$ cat src/rtl/gcag_pkg.sv
// shared types and constants of the gait clock angle generator
// no dependencies
package gcag_pkg;

   localparam int ANGLE_FRAC_BITS = 16;
   localparam int ANGLE_W         = 56;
   localparam int DEG_W           = 9;
   localparam int MS_W            = 16;
   localparam int ELAPSED_W       = 31;
   localparam int WRAP_W          = 31;
   localparam int PERIOD_W        = MS_W + 1;
   localparam int MARK_W          = DEG_W + MS_W + 1;
   localparam int PROD_W          = DEG_W + MS_W;
   localparam int FRAC_W          = DEG_W + ANGLE_FRAC_BITS;
   localparam int QUO2_W          = 31;
   localparam int NUM2_W          = PROD_W + QUO2_W;
   localparam int TURN_W          = WRAP_W + DEG_W;
   localparam int CSR_IDX_W       = 3;
   localparam int CSR_DATA_W      = 31;

   localparam logic [DEG_W:0]      DEG_FULL  = 10'd360;
   localparam logic [DEG_W-1:0]    DEG_MAX   = 9'd359;
   localparam logic [MS_W-1:0]     SLOW_RST  = 16'd1000;
   localparam logic [MS_W-1:0]     FAST_RST  = 16'd1000;
   localparam logic [DEG_W-1:0]    START_RST = 9'd30;
   localparam logic [DEG_W-1:0]    END_RST   = 9'd60;
   localparam logic [WRAP_W-1:0]   WRAP_RST  = 31'h7fff_ffff;

   typedef enum logic [CSR_IDX_W-1:0] {
      CSR_SLOW_TIME  = 3'd0,
      CSR_FAST_TIME  = 3'd1,
      CSR_ARC_START  = 3'd2,
      CSR_ARC_END    = 3'd3,
      CSR_WRAP       = 3'd4
   } csr_index_type;

   typedef struct packed {
      logic                  bad;
      logic [PERIOD_W-1:0]   period;
      logic [MS_W-1:0]       fast;
      logic [DEG_W-1:0]      arc_start;
      logic [DEG_W-1:0]      arc_end;
      logic [DEG_W-1:0]      arc_span;
      logic [DEG_W-1:0]      rest;
      logic [MARK_W-1:0]     start_mark;
      logic [MARK_W-1:0]     end_mark;
      logic [PROD_W-1:0]     slow_rest;
      logic [WRAP_W-1:0]     wrap;
   } cfg_type;

endpackage

$ cat src/rtl/gcag_cfg.sv
// configuration registers and the values derived from them
// depends on gcag_pkg
module gcag_cfg
   import gcag_pkg::*;
(
   input  logic                  clock,
   input  logic                  reset,
   input  logic                  csr_we,
   input  logic [CSR_IDX_W-1:0]  csr_index,
   input  logic [CSR_DATA_W-1:0] csr_wdata,
   output cfg_type               cfg
);

   logic [MS_W-1:0]   slow_ff, fast_ff;
   logic [DEG_W-1:0]  start_ff, end_ff;
   logic [WRAP_W-1:0] wrap_ff;
   logic [PROD_W-1:0] start_mark_ff, slow_rest_ff;
   logic [PROD_W-1:0] start_mark_in, slow_rest_in;
   logic [DEG_W-1:0]  span, rest;

   always_ff @(posedge clock) begin
      if (reset) begin
         slow_ff  <= SLOW_RST;
         fast_ff  <= FAST_RST;
         start_ff <= START_RST;
         end_ff   <= END_RST;
         wrap_ff  <= WRAP_RST;
      end else if (csr_we) begin
         case (csr_index)
            CSR_SLOW_TIME: slow_ff  <= csr_wdata[MS_W-1:0];
            CSR_FAST_TIME: fast_ff  <= csr_wdata[MS_W-1:0];
            CSR_ARC_START: start_ff <= csr_wdata[DEG_W-1:0];
            CSR_ARC_END:   end_ff   <= csr_wdata[DEG_W-1:0];
            CSR_WRAP:      wrap_ff  <= csr_wdata[WRAP_W-1:0];
            default: ;
         endcase
      end
   end

   assign span = end_ff - start_ff;
   assign rest = DEG_W'(DEG_FULL - {1'b0, span});

   assign start_mark_in = PROD_W'(start_ff) * PROD_W'(fast_ff);
   assign slow_rest_in  = PROD_W'(slow_ff) * PROD_W'(rest);

   // products settle the cycle after a write, long before an item needs them
   always_ff @(posedge clock) begin
      start_mark_ff <= start_mark_in;
      slow_rest_ff  <= slow_rest_in;
   end

   always_comb begin
      cfg.bad = (slow_ff == '0) || (fast_ff == '0) || (wrap_ff == '0) ||
                (start_ff > DEG_MAX) || (end_ff > DEG_MAX) || (end_ff <= start_ff);
      cfg.period     = PERIOD_W'(slow_ff) + PERIOD_W'(fast_ff);
      cfg.fast       = fast_ff;
      cfg.arc_start  = start_ff;
      cfg.arc_end    = end_ff;
      cfg.arc_span   = span;
      cfg.rest       = rest;
      cfg.start_mark = MARK_W'(start_mark_ff);
      cfg.end_mark   = MARK_W'(start_mark_ff) + MARK_W'(slow_rest_ff);
      cfg.slow_rest  = slow_rest_ff;
      cfg.wrap       = wrap_ff;
   end

endmodule

$ cat config.mk
export PLATFORM = sky130hd
export DESIGN_NAME = gcag_cfg
export DESIGN_NICKNAME = d
export VERILOG_FILES = /design/src/rtl/gcag_pkg.sv /design/src/rtl/gcag_cfg.sv
export SDC_FILE = /design/constraint.sdc
export NUM_CORES = 1
export LEC_CHECK = 0
export BUFFER_PORTS_ARGS = -buffer_cell sky130_fd_sc_hd__buf_2
export CORE_MARGIN = 4
export CORE_UTILIZATION = 60
export DETAILED_ROUTE_END_ITERATION = 10
export GPL_ROUTABILITY_DRIVEN = 0
export PLACE_DENSITY = 0.84
export SYNTH_ARGS = -nofsm -noshare
export SYNTH_HDL_FRONTEND = slang
export SYNTH_SLANG_ARGS = --single-unit
$ cat constraint.sdc
create_clock -name clock -period 8.8 [get_ports clock]
set_input_delay 0 -clock clock [delete_from_list [all_inputs] [get_ports clock]]
set_output_delay 0 -clock clock [all_outputs]
set_load 0.05 [all_outputs]
==> run summary <==
Status: completed
IO Count: 215
Worst-path clk slew: 0.07 ns
Mapped Area: 16300 sq um
Inserted Clock Buffers: 17
Fin crit share: 84.1%
Most frequent cells after synthesis: nand2_1, inv_1, fa_1
Primary FF master, synth: dfxtp_1
Setup ws final: 1.39 ns
Sequential fraction of the synthesis area: 16.1%
Layout filler cell count: 2025
Final non-filler cell total: 2505
GRT Util Overall: 31.9%
Max Root-Sink Buffers: 2
Routed len/inst: 19.0 um
Routed wire length: 47600 um
Hold Slack: 0.189 ns
Via count: 15200
FF+latch count, synth: 131
Via density: 6.05
HP Class: input pin to flip-flop
Max Cap Viol: 0
Psw: 3360 uW
Row Count: 60
Startpoint types: flip-flop
PostCTS Resize Cnt: 0
CP max FO: 19
First-pass GRT wire length: 78900 um
Fin Clk Skew: 0.0164 ns
Placed cell count: 2442
Data arrival, critical path: 7.76 ns
Count leader, synth: nand2_1
Synthesized instance count: 1977
Largest area contributor in the netlist: fa_1
Max-slew violation count: 0
Avg Inst Size Synth: 8.26 sq um
Syn_nets: 2356
Min Tclk post-route: 7.41 ns
Initial DRC count: 1323
Initial antenna violation count: 1
Worst Tran Pin Value: 1.22 ns
IO Port Bufs: 213
Post-synth cell types: 72
Die Ht: 173 um
Core area: 26900 sq um
Nets: 2530
Final total power: 6090 uW
Ranking of synthesized cells by area: fa_1, dfxtp_1, ha_1
Die Width: 173 um
Sw Ratio: 55.2%
Max Fclk: 135 MHz
Grt total ovfl: 0
Worst slew margin: 19.0%
Fin. Hold Viols: 0
DP Worst Slack: 1.56 ns
Die ar.: 29900 sq um
Share of the synthesized area in the top cell type: 24.6%
CTS Sinks: 131
Antenna cells: 0
Pre-Repair DR Iteration Count: 7
EDFF count, synth: 0
Hpwl dp: 36100 um
Logic pwr share: 74.3%
Synth Warn #: 0
Setup bufs post-CTS: 0
Number of H-tree levels: 4
Worst endpoint required time: 9.16 ns
Number of remaining DRC errors: 0
Leakage: 0.00892 uW
CP Capture Type: flip-flop
Share of layout cells above drive strength 1: 12.8%
Power density over the cells: 330 nW/um^2
Clk pwr share: 12.3%
Worst vdd ir: 0.404 mV
CTS tree: done
RSZ-0062 raised after global routing: no
Root Buffer: clkbuf_16
Largest net degree at the start of global routing: 82
Setup TNS: 0 ns
FFs w/ async S/R, synth: 0%
Vias in the first global route: 15700
Pint: 2730 uW
Area delta synth->final: 12.9%
Final setup fails: 0
Skew-Pair Late Insertion Delay: 0.43 ns
DRT antenna net count: 0
Seq pwr share: 13.4%
Critical path class: flip-flop to flip-flop
Initial Util: 60.8%
-- sequential cells by signal (all words and copies together), names as in the netlist --
name / flops
end_ff: 9
fast_ff: 16
slow_ff: 16
slow_rest_ff: 25
start_ff: 9
start_mark_ff: 25
wrap_ff: 31
-- layout make-up --
cell class,count,area (sq um),share of cell area (%)
multi-input cells,1473,12300,66.6
repair buffers,254,1450,7.86
inverters,274,1030,5.57
clock buffers,17,425,2.31
well taps,341,427,2.31
flip-flops and latches,131,2620,14.2
clock inverters,15,204,1.11
-- metrics by stage --
step                cell area (sq um)  util [%]
floorplan                       16300         -
global placement                17500      65.2
detailed placement              17500      65.2
CTS                             18500      68.7
global route                    18500      68.7
finish                          18500      68.7
-- path summary, 6_finish.rpt --
check | end | slack (ns) | startpoint | cells after the start
worst max-delay path | slow_rest_ff[24] | 1.39 | start_ff[0] | 20
worst min-delay path | end_ff[0] | 0.19 | csr_index[1] | 4
worst max register to register | slow_rest_ff[24] | 1.39 | start_ff[0] | 20
worst min register to register | wrap_ff[23] | 0.50 | wrap_ff[23] | 2
-- cells by family (layout without fill, tap and decap cells) --
family	after synthesis	count (layout)	synth area share (%)
adder cells (fa/ha/maj)	342	342	35.4
buffers and inverters	373	560	8.73
other	1	1	0.0230
AND/OR/NAND/NOR	719	719	21.7
AO/OA/AOI/OAI	327	327	13.4
flip-flops	131	131	16.1
XOR/XNOR	68	68	3.65
multiplexers	16	16	1.02
-- power by group through the flow --
stage | registers [uW] | clock network, uW | logic (uW)
floorplan | 1040 | 0 | 3220
global placement | 821 | 0 | 4330
detailed placement | 822 | 0 | 4450
CTS | 809 | 755 | 4480
global route | 819 | 783 | 4980
finish | 815 | 752 | 4520
-- timing repair --
action                     4_1_cts  5_1_grt
hold buffers                    31        0
setup endpoints to repair        0        0
hold endpoints to repair        81        0
-- worst max-delay path, cell delays in order (launching register included) --
cell	delay, ns
dfxtp_1	0.69
ha_1	0.46
inv_1	0.53
nor3_1	0.22
o32ai_2	0.43
o2111a_1	0.67
o21ai_1	0.21
fa_1	0.54
fa_1	0.54
inv_1	0.05
fa_1	0.54
inv_1	0.06
fa_1	0.53
inv_1	0.04
ha_1	0.33
o21a_1	0.14
o31ai_1	0.11
a211oi_1	0.49
a31oi_1	0.30
o21ai_0	0.29
xnor2_1	0.14
-- placed cells by master (no fill, tap or decap), types with 18 or more instances in the layout --
cell type	n
ha_1	141
a21oi_1	93
xor2_1	18
nor4_1	18
nor2_1	62
dfxtp_1	131
o21ai_0	63
nor2b_1	31
and2_1	88
nand2_1	347
inv_1	274
a21o_1	22
nand3_1	27
nand3b_1	53
nor3_1	20
o21a_1	24
fa_1	201
buf_2	213
dlygate4sd3_1	31
xnor2_1	50
-- metal layers --
metal / track usage, % / vias up / routed length, um
met2: 52.9 / 885 / 22300
li1: - / 6807 / -
met5: 0 / - / 0
met3: 7.08 / 182 / 4560
met1: 39.3 / 7293 / 18100
met4: 16.5 / 0 / 2630
No activity file was read; power rests on OpenSTA's default activity.
