File: src/rtl/gcag_div_pipe.sv
// pipelined restoring divider, one quotient bit per stage
// numerator must be below den << QUO_W; depends on nothing
module gcag_div_pipe #(
   parameter int DEN_W  = 17,
   parameter int QUO_W  = 31,
   parameter int SIDE_W = 1
) (
   input  logic                     clock,
   input  logic                     reset,
   input  logic                     adv,
   input  logic                     in_valid,
   input  logic [DEN_W+QUO_W-1:0]   in_num,
   input  logic [DEN_W-1:0]         in_den,
   input  logic [SIDE_W-1:0]        in_side,
   output logic                     out_valid,
   output logic [QUO_W-1:0]         out_quo,
   output logic [DEN_W-1:0]         out_rem,
   output logic [SIDE_W-1:0]        out_side
);

   localparam int NUM_W = DEN_W + QUO_W;

   logic [QUO_W-1:0]  vld_ff;
   logic [DEN_W-1:0]  rem_ff  [QUO_W];
   logic [QUO_W-1:0]  work_ff [QUO_W];
   logic [DEN_W-1:0]  den_ff  [QUO_W];
   logic [SIDE_W-1:0] side_ff [QUO_W];

   logic [QUO_W:0]    vld_d;
   logic [DEN_W-1:0]  rem_d  [QUO_W+1];
   logic [QUO_W-1:0]  work_d [QUO_W+1];
   logic [DEN_W-1:0]  den_d  [QUO_W+1];
   logic [SIDE_W-1:0] side_d [QUO_W+1];

   assign vld_d[0]  = in_valid;
   assign rem_d[0]  = in_num[NUM_W-1:QUO_W];
   assign work_d[0] = in_num[QUO_W-1:0];
   assign den_d[0]  = in_den;
   assign side_d[0] = in_side;

   for (genvar k = 0; k < QUO_W; k++) begin : g_stage
      logic [DEN_W:0] shifted, diff;
      logic           ge;

      // work holds the numerator bits still to come on top, quotient bits below
      assign shifted = {rem_d[k], work_d[k][QUO_W-1]};
      assign ge      = shifted >= {1'b0, den_d[k]};
      assign diff    = shifted - {1'b0, den_d[k]};

      always_ff @(posedge clock) begin
         if (reset) begin
            vld_ff[k] <= 1'b0;
         end else if (adv) begin
            vld_ff[k] <= vld_d[k];
         end
      end

      always_ff @(posedge clock) begin
         if (adv) begin
            rem_ff[k]  <= ge ? diff[DEN_W-1:0] : shifted[DEN_W-1:0];
            work_ff[k] <= {work_d[k][QUO_W-2:0], ge};
            den_ff[k]  <= den_d[k];
            side_ff[k] <= side_d[k];
         end
      end

      assign vld_d[k+1]  = vld_ff[k];
      assign rem_d[k+1]  = rem_ff[k];
      assign work_d[k+1] = work_ff[k];
      assign den_d[k+1]  = den_ff[k];
      assign side_d[k+1] = side_ff[k];
   end

   assign out_valid = vld_d[QUO_W];
   assign out_quo   = work_d[QUO_W];
   assign out_rem   = rem_d[QUO_W];
   assign out_side  = side_d[QUO_W];

endmodule

File: config.mk
export PLATFORM = sky130hd
export DESIGN_NAME = gcag_div_pipe
export DESIGN_NICKNAME = d
export VERILOG_FILES = /design/src/rtl/gcag_div_pipe.sv
export SDC_FILE = /design/constraint.sdc
export NUM_CORES = 2
export LEC_CHECK = 0
export ABC_CLOCK_PERIOD_IN_PS = 3700
export BUFFER_PORTS_ARGS = -buffer_cell sky130_fd_sc_hd__buf_2
export CAP_MARGIN = 20
export CORE_UTILIZATION = 35
export DETAILED_ROUTE_END_ITERATION = 10
export GPL_TIMING_DRIVEN = 0
export PLACE_DENSITY = 0.51
export SLEW_MARGIN = 20
export SYNTH_ARGS = -nofsm -noshare
export SYNTH_HDL_FRONTEND = slang
export SYNTH_SLANG_ARGS = --single-unit
File: constraint.sdc
create_clock -name clock -period 3.7 [get_ports clock]
set_input_delay 0.185 -clock clock [delete_from_list [all_inputs] [get_ports clock]]
set_output_delay 0.185 -clock clock [all_outputs]
set_load 0.1 [all_outputs]
==> summary by stage <==
GRT
The via count of the first global-routing pass was 53707. The number of antenna violations at the first check in global routing is 2. The final global-route overflow total is 0.

Entering global routing, the biggest net connects 146 pins. The global-route wire length before repair is 289 mm. The all-layer global routing usage is a little over an eighth.

Routing
The routed length on met2 is 86.9 mm. After detailed routing, the met3 layer carries 6.64 mm of wire. The final routed wirelength across all metal layers is 181 mm. For this run, design rule violations remaining after detail routing come to 0. The count of nets left with antenna violations once routing finished came out at 0. The via count is 53197.

The first TritonRoute pass finished after 6 iterations. The per-cell via count in the routed design is 4.84. In the final routing, the length of wire on met1 measures ~81 mm. The number of DRC markers in iteration 0 is 3366. The uppermost metal layer occupied by signal nets is met4. In the final routed layout, each cell accounts on average for 16.5 µm.

Clock tree
The clock latency on the worst-skew pair is 0.88 ns. Clock-pin slew was measured on the worst setup and hold paths at 0.06 ns. In this run, CTS created clock tree buffers numbering about 230.

The maximum level of the CTS H-tree is 4. The longest clock path from root to sink contains 4 buffers. The clock tree from TritonCTS is yes. The clock root buffer is sky130_fd_sc_hd__clkbuf_16. The number of sinks on the clock net is 2060.

Power and ir drop
The power per cell area is roughly 830 mW/mm². The maximum resistive drop on vdd is 465 µV. The leakage component of the power is 41.8 nW.

Synthesis
The flip-flop cell with the highest count after synthesis is sky130_fd_sc_hd__edfxtp_1. Counting flops with an async set or reset pin after synthesis yields a share of 0%. The flip-flop and latch count after synthesis is 2060. The total of warnings raised by yosys is 0. Counting every net in the synthesized netlist gives 7375. Dividing the synthesized area by the synthesized cell count gives about 14 µm².

The sequential cell area fraction in the yosys report is 65.7%. The synthesized cell area is approximately 0.094 mm². The unique cell type count in the Yosys netlist is 84. The cell count after synthesis is a little under 7000.

The synthesized design contains 2029 enable-type register cells.

Layout
The growth of design area from synthesis to finish is 16.1%. The number of cells in the finished layout apart from fillers is 10993. The share of layout cells above drive strength 1 is between 10% and 20%.

After the last flow step, the layout net total stands at 7896. The final non-filler cell area is around 0.11 mm². For this run, the share of the core covered by cells in the final layout is 40.9%.

Placed design
Including well taps, the total number of placed cells is between 10000 and 15000. Detailed placement finished with a half-perimeter wire length of between 100 and 150 mm. The post-placement setup slack is -0.715 ns.

The number of I/O port buffers is 119. The instance area after placement is 0.0992 mm². The placer congestion estimate is 0.884.

Timing
The worst path meets setup with 0.140 ns of slack. For the final database, setup skew stands at 0.0313 ns. The final hold violation count is 0. Setup repair after global routing left no endpoint under its margin. The number of pins exceeding their max-slew limit in the final report is 0. Setup violations remaining at the end of the flow were counted as 0. At the pin with the least slew margin, the transition time is 1.10 ns. Derived from the worst setup path, the maximum achievable clock frequency is 281 MHz. The normalized max-slew margin is 24.7%.

Of the available clock period, the critical path in the final layout requires 96.2%. The worst hold slack after final layout is about 0.19 ns. The final critical delay including setup and external delays is between 3 and 4 ns.

Worst setup path
At the worst endpoint, the arrival time is 4.24 ns. The critical path runs through a total of 13 cells. The critical path is of the reg2reg type.

The critical path contains buffers and inverters numbering 3 combined. The critical path capture point is rem_ff[1][76]. The critical path goes through inv_1, ha_1, inv_1, fa_1, a211oi_1, o21ai_0, a21oi_2, o31a_1, o31ai_1, a31oi_4, buf_2, nand2_1, o21ai_0. The cell depth of the worst flop-to-flop path is 13.

For this design, the slowest cell found on the critical path is sky130_fd_sc_hd__fa_1. The data required time at the worst endpoint is 4.38 ns. Grouping stages by cell kind, the critical path spends the most delay in compound AO/OA/AOI/OAI gates. In this design, the stage delay of the slowest critical-path cell is 0.43 ns.

The top fanout value on the critical path is 10. The nature of the critical path startpoint is a flop. The startpoint identified for the worst register-to-register timing path is work_ff[2][123]. The slack of the worst reg-to-reg path is 0.14 ns.

The critical path starts at work_ff[2][123]. The critical path capture point type is a flop. The endpoint of the worst register-to-register path is rem_ff[1][76].

Die
The die is 519 µm tall. In this run the core area contains 189 standard-cell rows. The starting density of the core is a little over a third. The floorplan die width is 519 µm. The full die area is ~0.27 mm². The core region is 0.266 mm². The count of boundary I/O pins is 120.

Job
The max-cap violation count is 0.

Outcome
The flow ran to the end, and the final reports show no timing, DRC or antenna violations.

Hold path
The class of the most critical hold timing path is in2reg.
[power by group]
part | switching, mW | internal [mW] | leakage, nW
Sequential | 2.35 | 32.1 | 20.1
Clock | 9.43 | 14.0 | 3.80
Combinational | 18.5 | 14.4 | 17.9
Total | 30.3 | 60.4 | 41.8
[synth_stat cells, drive strengths merged, types with 80 or more instances]
cell    number  share of area [%]
o21ai      338                1.8
xor2       166                1.6
a21o       170                1.4
nand2      318                1.3
inv        678                2.7
edfxtp    2029                 65
nor3        88               0.47
a21oi      444                2.4
o21a        80               0.64
xnor2      232                2.2
mux2       263                3.2
ha         527                7.0
nor2       368                1.5
[per-stage QoR]
stage | total power, mW | setup TNS [ns]
after floorplan | 58.3 | 0
after global placement | 67.9 | -
after detailed placement | 66.9 | -76.52
after CTS | 91.6 | 0
after global routing | 96.6 | 0
final | 90.7 | 0
[worst register-to-register path, stage by stage (launching register included)]
cell,delay (ns)
sky130_fd_sc_hd__edfxtp_1,0.40
sky130_fd_sc_hd__inv_1,0.08
sky130_fd_sc_hd__ha_1,0.16
sky130_fd_sc_hd__inv_1,0.05
sky130_fd_sc_hd__fa_1,0.43
sky130_fd_sc_hd__a211oi_1,0.38
sky130_fd_sc_hd__o21ai_0,0.20
sky130_fd_sc_hd__a21oi_2,0.33
sky130_fd_sc_hd__o31a_1,0.28
sky130_fd_sc_hd__o31ai_1,0.14
sky130_fd_sc_hd__a31oi_4,0.36
sky130_fd_sc_hd__buf_2,0.36
sky130_fd_sc_hd__nand2_1,0.11
sky130_fd_sc_hd__o21ai_0,0.10
[worst min path at each step]
| stage | startpoint | endpoint | slack [ns] | cells after the start |
|---|---|---|---|---|
| 3_5_place_dp | in_num[17] | work_ff[0][18] | 0.36 | 1 |
| 6_report | in_num[34] | rem_ff[0][4] | 0.19 | 3 |
| 3_3_place_gp | in_num[27] | work_ff[0][28] | 0.36 | 1 |
| 5_1_grt | in_num[35] | rem_ff[0][5] | 0.15 | 3 |
| 4_1_cts | in_num[37] | rem_ff[0][7] | 0.1 | 3 |
| 2_1_floorplan | reset | vld_d[28] | 0.26 | 1 |
[registers in the layout, indices dropped and copies added, names as in the netlist]
register,flops
work_ff,961
rem_ff,527
den_ff,510
side_ff,31
vld_d,30
out_valid,1
[layout make-up]
cell class | instances | area, µm²
Multi-Input combinational cell | 3891 | 29200
Clock inverter | 165 | 1790
Inverter | 678 | 2540
Sequential cell | 2060 | 61500
Clock buffer | 261 | 6000
Buffer | 116 | 689
Antenna cell | 1 | 2.50
Fill cell | 24516 | 157000
Tap cell | 3533 | 4420
Timing Repair Buffer | 288 | 2550
[per-layer routing]
metal | global-route usage (%) | vias up
met5 | 0 | -
met4 | 5.09 | 0
met3 | 1.93 | 381
met2 | 22.5 | 890
met1 | 16.9 | 25724
li1 | - | 26202
[repair_timing]
action / CTS / global route
setup endpoints to repair: 282 / 355
cloned: 0 / 1
resized for setup: 51 / 54
endpoints found under the hold margin: 143 / 0
setup buffers: 17 / 12
hold buffers: 122 / 0
pin swaps: 10 / 10
[cell usage in the layout, fill, tap and decap left out, types with 170 or more instances in the layout]
cell / instances
sky130_fd_sc_hd__edfxtp_1: 2029
sky130_fd_sc_hd__inv_1: 675
sky130_fd_sc_hd__ha_1: 527
sky130_fd_sc_hd__a21oi_1: 429
sky130_fd_sc_hd__nor2_1: 368
sky130_fd_sc_hd__o21ai_0: 331
sky130_fd_sc_hd__nand2_1: 316
sky130_fd_sc_hd__mux2_2: 256
sky130_fd_sc_hd__clkbuf_16: 237
sky130_fd_sc_hd__xnor2_1: 232
sky130_fd_sc_hd__a21o_1: 170
[kinds of logic (layout without fill, tap and decap cells)]
family          after synthesis  in the layout  share of synthesized area (%)
flops                      2060           2060                           65.7
compound gates             1473           1473                           10.1
simple gates               1146           1146                           5.69
buf+inv                     796           1508                           3.38
fa+ha+maj                   558            558                           7.70
xor+xnor                    398            398                           3.72
mux                         316            316                           3.73
other cells                   0              1                              0
Power figures use the tool's default switching activity.
