$ cat config.mk
export PLATFORM = sky130hd
export DESIGN_NAME = gcag_seg
export DESIGN_NICKNAME = d
export VERILOG_FILES = /design/src/rtl/gcag_pkg.sv /design/src/rtl/gcag_seg.sv
export SDC_FILE = /design/constraint.sdc
export NUM_CORES = 1
export LEC_CHECK = 0
export ABC_CLOCK_PERIOD_IN_PS = 6450
export BUFFER_PORTS_ARGS = -buffer_cell sky130_fd_sc_hd__buf_2
export CAP_MARGIN = 20
export CORE_ASPECT_RATIO = 0.75
export CORE_UTILIZATION = 53
export DETAILED_ROUTE_END_ITERATION = 12
export PLACE_DENSITY = 0.89
export SETUP_SLACK_MARGIN = 0.2
export SLEW_MARGIN = 20
export SYNTH_ARGS = -nofsm -noshare
export SYNTH_HDL_FRONTEND = slang
export SYNTH_SLANG_ARGS = --single-unit
$ cat constraint.sdc
create_clock -name clock -period 6.45 [get_ports clock]
set_clock_uncertainty 0.1 [all_clocks]
set_input_delay 0.9675 -clock clock [delete_from_list [all_inputs] [get_ports clock]]
set_output_delay 0.9675 -clock clock [all_outputs]
set_load 0.01 [all_outputs]
$ cat src/rtl/gcag_pkg.sv
// shared types and constants of the gait clock angle generator
// no dependencies
package gcag_pkg;

   localparam int ANGLE_FRAC_BITS = 16;
   localparam int ANGLE_W         = 56;
   localparam int DEG_W           = 9;
   localparam int MS_W            = 16;
   localparam int ELAPSED_W       = 31;
   localparam int WRAP_W          = 31;
   localparam int PERIOD_W        = MS_W + 1;
   localparam int MARK_W          = DEG_W + MS_W + 1;
   localparam int PROD_W          = DEG_W + MS_W;
   localparam int FRAC_W          = DEG_W + ANGLE_FRAC_BITS;
   localparam int QUO2_W          = 31;
   localparam int NUM2_W          = PROD_W + QUO2_W;
   localparam int TURN_W          = WRAP_W + DEG_W;
   localparam int CSR_IDX_W       = 3;
   localparam int CSR_DATA_W      = 31;

   localparam logic [DEG_W:0]      DEG_FULL  = 10'd360;
   localparam logic [DEG_W-1:0]    DEG_MAX   = 9'd359;
   localparam logic [MS_W-1:0]     SLOW_RST  = 16'd1000;
   localparam logic [MS_W-1:0]     FAST_RST  = 16'd1000;
   localparam logic [DEG_W-1:0]    START_RST = 9'd30;
   localparam logic [DEG_W-1:0]    END_RST   = 9'd60;
   localparam logic [WRAP_W-1:0]   WRAP_RST  = 31'h7fff_ffff;

   typedef enum logic [CSR_IDX_W-1:0] {
      CSR_SLOW_TIME  = 3'd0,
      CSR_FAST_TIME  = 3'd1,
      CSR_ARC_START  = 3'd2,
      CSR_ARC_END    = 3'd3,
      CSR_WRAP       = 3'd4
   } csr_index_type;

   typedef struct packed {
      logic                  bad;
      logic [PERIOD_W-1:0]   period;
      logic [MS_W-1:0]       fast;
      logic [DEG_W-1:0]      arc_start;
      logic [DEG_W-1:0]      arc_end;
      logic [DEG_W-1:0]      arc_span;
      logic [DEG_W-1:0]      rest;
      logic [MARK_W-1:0]     start_mark;
      logic [MARK_W-1:0]     end_mark;
      logic [PROD_W-1:0]     slow_rest;
      logic [WRAP_W-1:0]     wrap;
   } cfg_type;

endpackage

$ cat src/rtl/gcag_seg.sv
// picks the segment of the rotation and builds the fraction division
// three stages: phase product, segment compare, numerator; depends on gcag_pkg
module gcag_seg
   import gcag_pkg::*;
(
   input  logic                   clock,
   input  logic                   reset,
   input  logic                   adv,
   input  cfg_type                cfg,
   input  logic                   in_valid,
   input  logic [ELAPSED_W-1:0]   in_rot,
   input  logic [PERIOD_W-1:0]    in_phase,
   input  logic                   in_bad,
   output logic                   out_valid,
   output logic [ELAPSED_W-1:0]   out_rot,
   output logic                   out_bad,
   output logic [NUM2_W-1:0]      out_num,
   output logic [PROD_W-1:0]      out_den,
   output logic [FRAC_W-1:0]      out_base
);

   typedef enum logic [1:0] {
      SEG_FAST_IN,
      SEG_SLOW,
      SEG_FAST_OUT
   } seg_type;

   logic [2:0]            vld_ff;
   logic [ELAPSED_W-1:0]  rot1_ff, rot2_ff, rot3_ff;
   logic [2:0]            bad_ff;
   logic [MARK_W-1:0]     tw_ff, diff_ff, diff_in;
   seg_type               seg_ff, seg_in;
   logic [NUM2_W-1:0]     num_ff, num_in;
   logic [PROD_W-1:0]     den_ff, den_in;
   logic [FRAC_W-1:0]     base_ff, base_in;

   always_ff @(posedge clock) begin
      if (reset) begin
         vld_ff <= '0;
      end else if (adv) begin
         vld_ff <= {vld_ff[1:0], in_valid};
      end
   end

   // a phase on a boundary takes the earlier segment
   always_comb begin
      if (tw_ff <= cfg.start_mark) begin
         seg_in  = SEG_FAST_IN;
         diff_in = tw_ff;
      end else if (tw_ff <= cfg.end_mark) begin
         seg_in  = SEG_SLOW;
         diff_in = tw_ff - cfg.start_mark;
      end else begin
         seg_in  = SEG_FAST_OUT;
         diff_in = tw_ff - cfg.end_mark;
      end
   end

   always_comb begin
      case (seg_ff)
         SEG_SLOW: begin
            num_in  = (NUM2_W'(diff_ff) * NUM2_W'(cfg.arc_span)) << ANGLE_FRAC_BITS;
            den_in  = cfg.slow_rest;
            base_in = {cfg.arc_start, ANGLE_FRAC_BITS'(0)};
         end
         SEG_FAST_OUT: begin
            num_in  = NUM2_W'(diff_ff) << ANGLE_FRAC_BITS;
            den_in  = PROD_W'(cfg.fast);
            base_in = {cfg.arc_end, ANGLE_FRAC_BITS'(0)};
         end
         default: begin
            num_in  = NUM2_W'(diff_ff) << ANGLE_FRAC_BITS;
            den_in  = PROD_W'(cfg.fast);
            base_in = '0;
         end
      endcase
   end

   always_ff @(posedge clock) begin
      if (adv) begin
         tw_ff   <= MARK_W'(in_phase) * MARK_W'(cfg.rest);
         rot1_ff <= in_rot;
         rot2_ff <= rot1_ff;
         rot3_ff <= rot2_ff;
         bad_ff  <= {bad_ff[1:0], in_bad};
         seg_ff  <= seg_in;
         diff_ff <= diff_in;
         num_ff  <= num_in;
         den_ff  <= den_in;
         base_ff <= base_in;
      end
   end

   assign out_valid = vld_ff[2];
   assign out_rot   = rot3_ff;
   assign out_bad   = bad_ff[2];
   assign out_num   = num_ff;
   assign out_den   = den_ff;
   assign out_base  = base_ff;

endmodule

==> flow_results.org <==
** Floorplan
- Initial Utilization :: 53.8%
- Pin placement for this block handled 370 I/O pins.
- The die covers 43600 um^2.
- Die width :: 241 um
- In this run the standard cell core region covers 42100 um^2.
- Row generation in the floorplan step produced 65 rows.
- Measured along the y axis, the die boundary spans 181 um.

** CTS
- CTS H-Tree Depth :: 1
- The number of hold buffers added after CTS was 0.
- Clock latency on the worst-skew pair, taken at its later pin, is 540 ps.
- After clock tree synthesis, the clock-pin slew on the worst setup and hold paths is 60 ps.
- Maximum clock insertion buffer count :: 3
- The number of setup buffers added after CTS is 0.
- CTS tree :: yes
- Number of clock buffers inserted by TritonCTS :: 24
- CTS Root Cell :: clkbuf_16
- Sink count of the clock tree :: 222
- Post-cts gate resize count :: 0

** STA
- The number of max-slew violations in the final report is 0.
- Based on the critical path, the design can be clocked at up to 172 MHz.
- RSZ-0062 raised after global routing :: no
- The number of failing hold endpoints at the final stage came to 0.
- Number of setup violations in the final report :: 0
- Worst-Margin Slew :: 927 ps
- The routed design could run at a clock period as short as 5810 ps.
- Accumulated negative setup slack :: 0 ps
- Headroom to the max-slew limit :: 38.2%
- Fin crit share :: 90.0%

** Layout
- The area growth from synthesis to layout is 11.8%.
- Cells with a size suffix above 1 make up 15.9% of the layout.
- Number of nets in the layout :: 3149

** Routing
- Iteration count of the initial detailed-routing pass :: 6
- Average detailed-routed wire length per instance :: 17.3 um
- Wires add up to 53200 um.
- Detailed routing inserted a total of 16568 vias.
- Number of DRC markers in iteration 0 :: 1257
- The detail route stage leaves a number of antenna-violating nets equal to 0.
- Drt drc :: 0
- Detailed-route vias per instance :: 5.38

** Min path
- Worst hold path type :: flop to flop

** Critical path
- Capturing element type of the critical path :: flop
- STA puts the critical path data required time at 6620 ps.
- Nature of the critical path startpoint :: input pin
- Data arrival, critical path :: 5970 ps
- Along the worst path, the maximum fanout reaches 15.
- Critical path class :: input pin to flop

** Logic synthesis
- Sorting the synthesized cells by area gives the leading types as edfxtp_1 29%, fa_1 24%, ha_1 8.6%, inv_1 6.6%, and2_1 6.4%.
- Flop and latch count out of synthesis :: 222
- In the synthesized netlist the async set-or-reset flop fraction comes to 0%.
- In the post-synthesis netlist, the cell with the most instances is inv_1.
- The biggest area contributor in the post-synthesis netlist is edfxtp_1.
- Post-synthesis cell area :: 22700 um^2
- Part of the Yosys area used for sequential elements :: 29.3%
- Count of synthesis-stage warnings from yosys :: 0
- After synthesis, the most frequently instantiated cells are 399 x inv_1, 277 x fa_1, 233 x and2_1.
- Of the post-synthesis cell area, the dominant cell type holds 29.0%.
- The cell count after synthesis came out at 2246.
- Number of enable flip-flop cells after synthesis :: 219
- Avg Inst Size Synth :: 10.1 um^2
- Count of unique library cells instantiated by Yosys :: 70
- For this run, the leading register cell type out of synthesis is edfxtp_1.

** Global routing
- Entering global routing, the biggest net connects 164 pins.
- Total global routing overflow :: 0
- Vias in the first global route :: 17265
- Global routing used 24.6% of the available tracks.
- The initial antenna violation count is 4.
- First-pass GRT wire length :: 85600 um

** Status
- Outcome :: completed

** Placed design
- Final weighted congestion of routability-driven global placement :: 0.971
- Half-perimeter wire length of the detailed placement result :: 41300 um
- Buffers placed on the I/O ports in this run total 283.

** Job
- Count of maximum capacitance violations :: 0
==> through the flow <==
| stage | hold slack [ps] | instances | util (%) | worst slack (ps) | cell area (um^2) |
|---|---|---|---|---|---|
| floorplan | 300 | 2282 | - | 264 | 22800 |
| global placement | 301 | 3029 | 58.2 | 304 | 24500 |
| detailed placement | 305 | 3029 | 58.2 | 177 | 24500 |
| CTS | 319 | 3073 | 60.1 | 733 | 25300 |
| global route | 325 | 3077 | 60.2 | 346 | 25300 |
| finish | 310 | 3077 | 60.2 | 645 | 25300 |
==> flip-flops by register name, summed over array words and instances (netlist names) <==
signal,flops
out_rot,31
tw_ff,26
rot2_ff,31
diff_ff,26
seg_ff,2
out_base,9
out_den,25
out_num,35
bad_ff,3
rot1_ff,31
vld_ff,3
==> routing by layer <==
metal / vias up / share of wire [%] / GRT usage (%) / routed length [um]
li1: 7649 / - / - / -
met1: 8032 / 40 / 32.6 / 21500
met3: 124 / 8.2 / 3.97 / 4350
met4: 0 / 3.1 / 8.05 / 1670
met5: - / 0 / 0 / 0
met2: 763 / 48 / 41.3 / 25600
==> area by class of cell <==
class | instances | area, um^2
fillers | 3427 | 16800
well taps | 569 | 712
repair buffers | 303 | 1590
clock inverters | 16 | 160
flip-flops and latches | 222 | 6640
inverters | 400 | 1500
multi-input cells | 1535 | 14100
diodes | 4 | 10.0
clock buffers | 28 | 656
==> cells by family after synthesis <==
family / count (synthesis) / share of synthesized area [%]
and+or+nand+nor: 622 / 13.7
buffers and inverters: 525 / 9.35
adders and majority gates: 432 / 33.0
AOI/OAI and AO/OA: 309 / 8.89
DFF: 222 / 29.3
xor gates and xnor gates: 83 / 3.21
muxes: 52 / 2.51
other: 1 / 0.0165
==> worst max-delay path, cell delays in order <==
cell and delay, ps:
buf_2 250, buf_4 300, nand2_1 110, fa_1 530, inv_1 60, fa_1 490
fa_1 560, inv_1 50, fa_1 470, inv_1 40, ha_1 360, a21o_1 190
a21oi_1 200, o21ai_0 180, a221oi_1 270, o21ai_0 220, buf_4 220, a22o_1 250
nand4_1 120, o211ai_1 120
==> path summary, 6_finish.rpt <==
path                         start                        end  slack [ps]  cells past startpoint
max                       cfg[118]  out_num[48]$_SDFFCE_PN0P_         640                     20
min          rot2_ff[21]$_DFFE_PP_      out_rot[21]$_DFFE_PP_         310                      0
max reg2reg   diff_ff[5]$_DFFE_PP_      out_num[41]$_DFFE_PP_         750                     19
min reg2reg  rot2_ff[21]$_DFFE_PP_      out_rot[21]$_DFFE_PP_         310                      0
==> placed cells by master (no fill, tap or decap), types with 14 or more instances in the layout <==
master       n
buf_2      282
a21o_1      52
buf_4       19
o21bai_1    15
xnor2_1     54
ha_1       154
and2_1     233
fa_1       277
mux2_2      38
clkbuf_16   24
nor2_1      84
nand2_1    217
inv_1      399
edfxtp_1   219
o21ai_0     43
o21a_1      14
a21oi_1    101
nor3_1      14
conb_1      37
mux2i_1     14
xor2_1      29
Power is not shown: default switching activity piles up to over one toggle a cycle in this logic, so the estimate is an artifact.
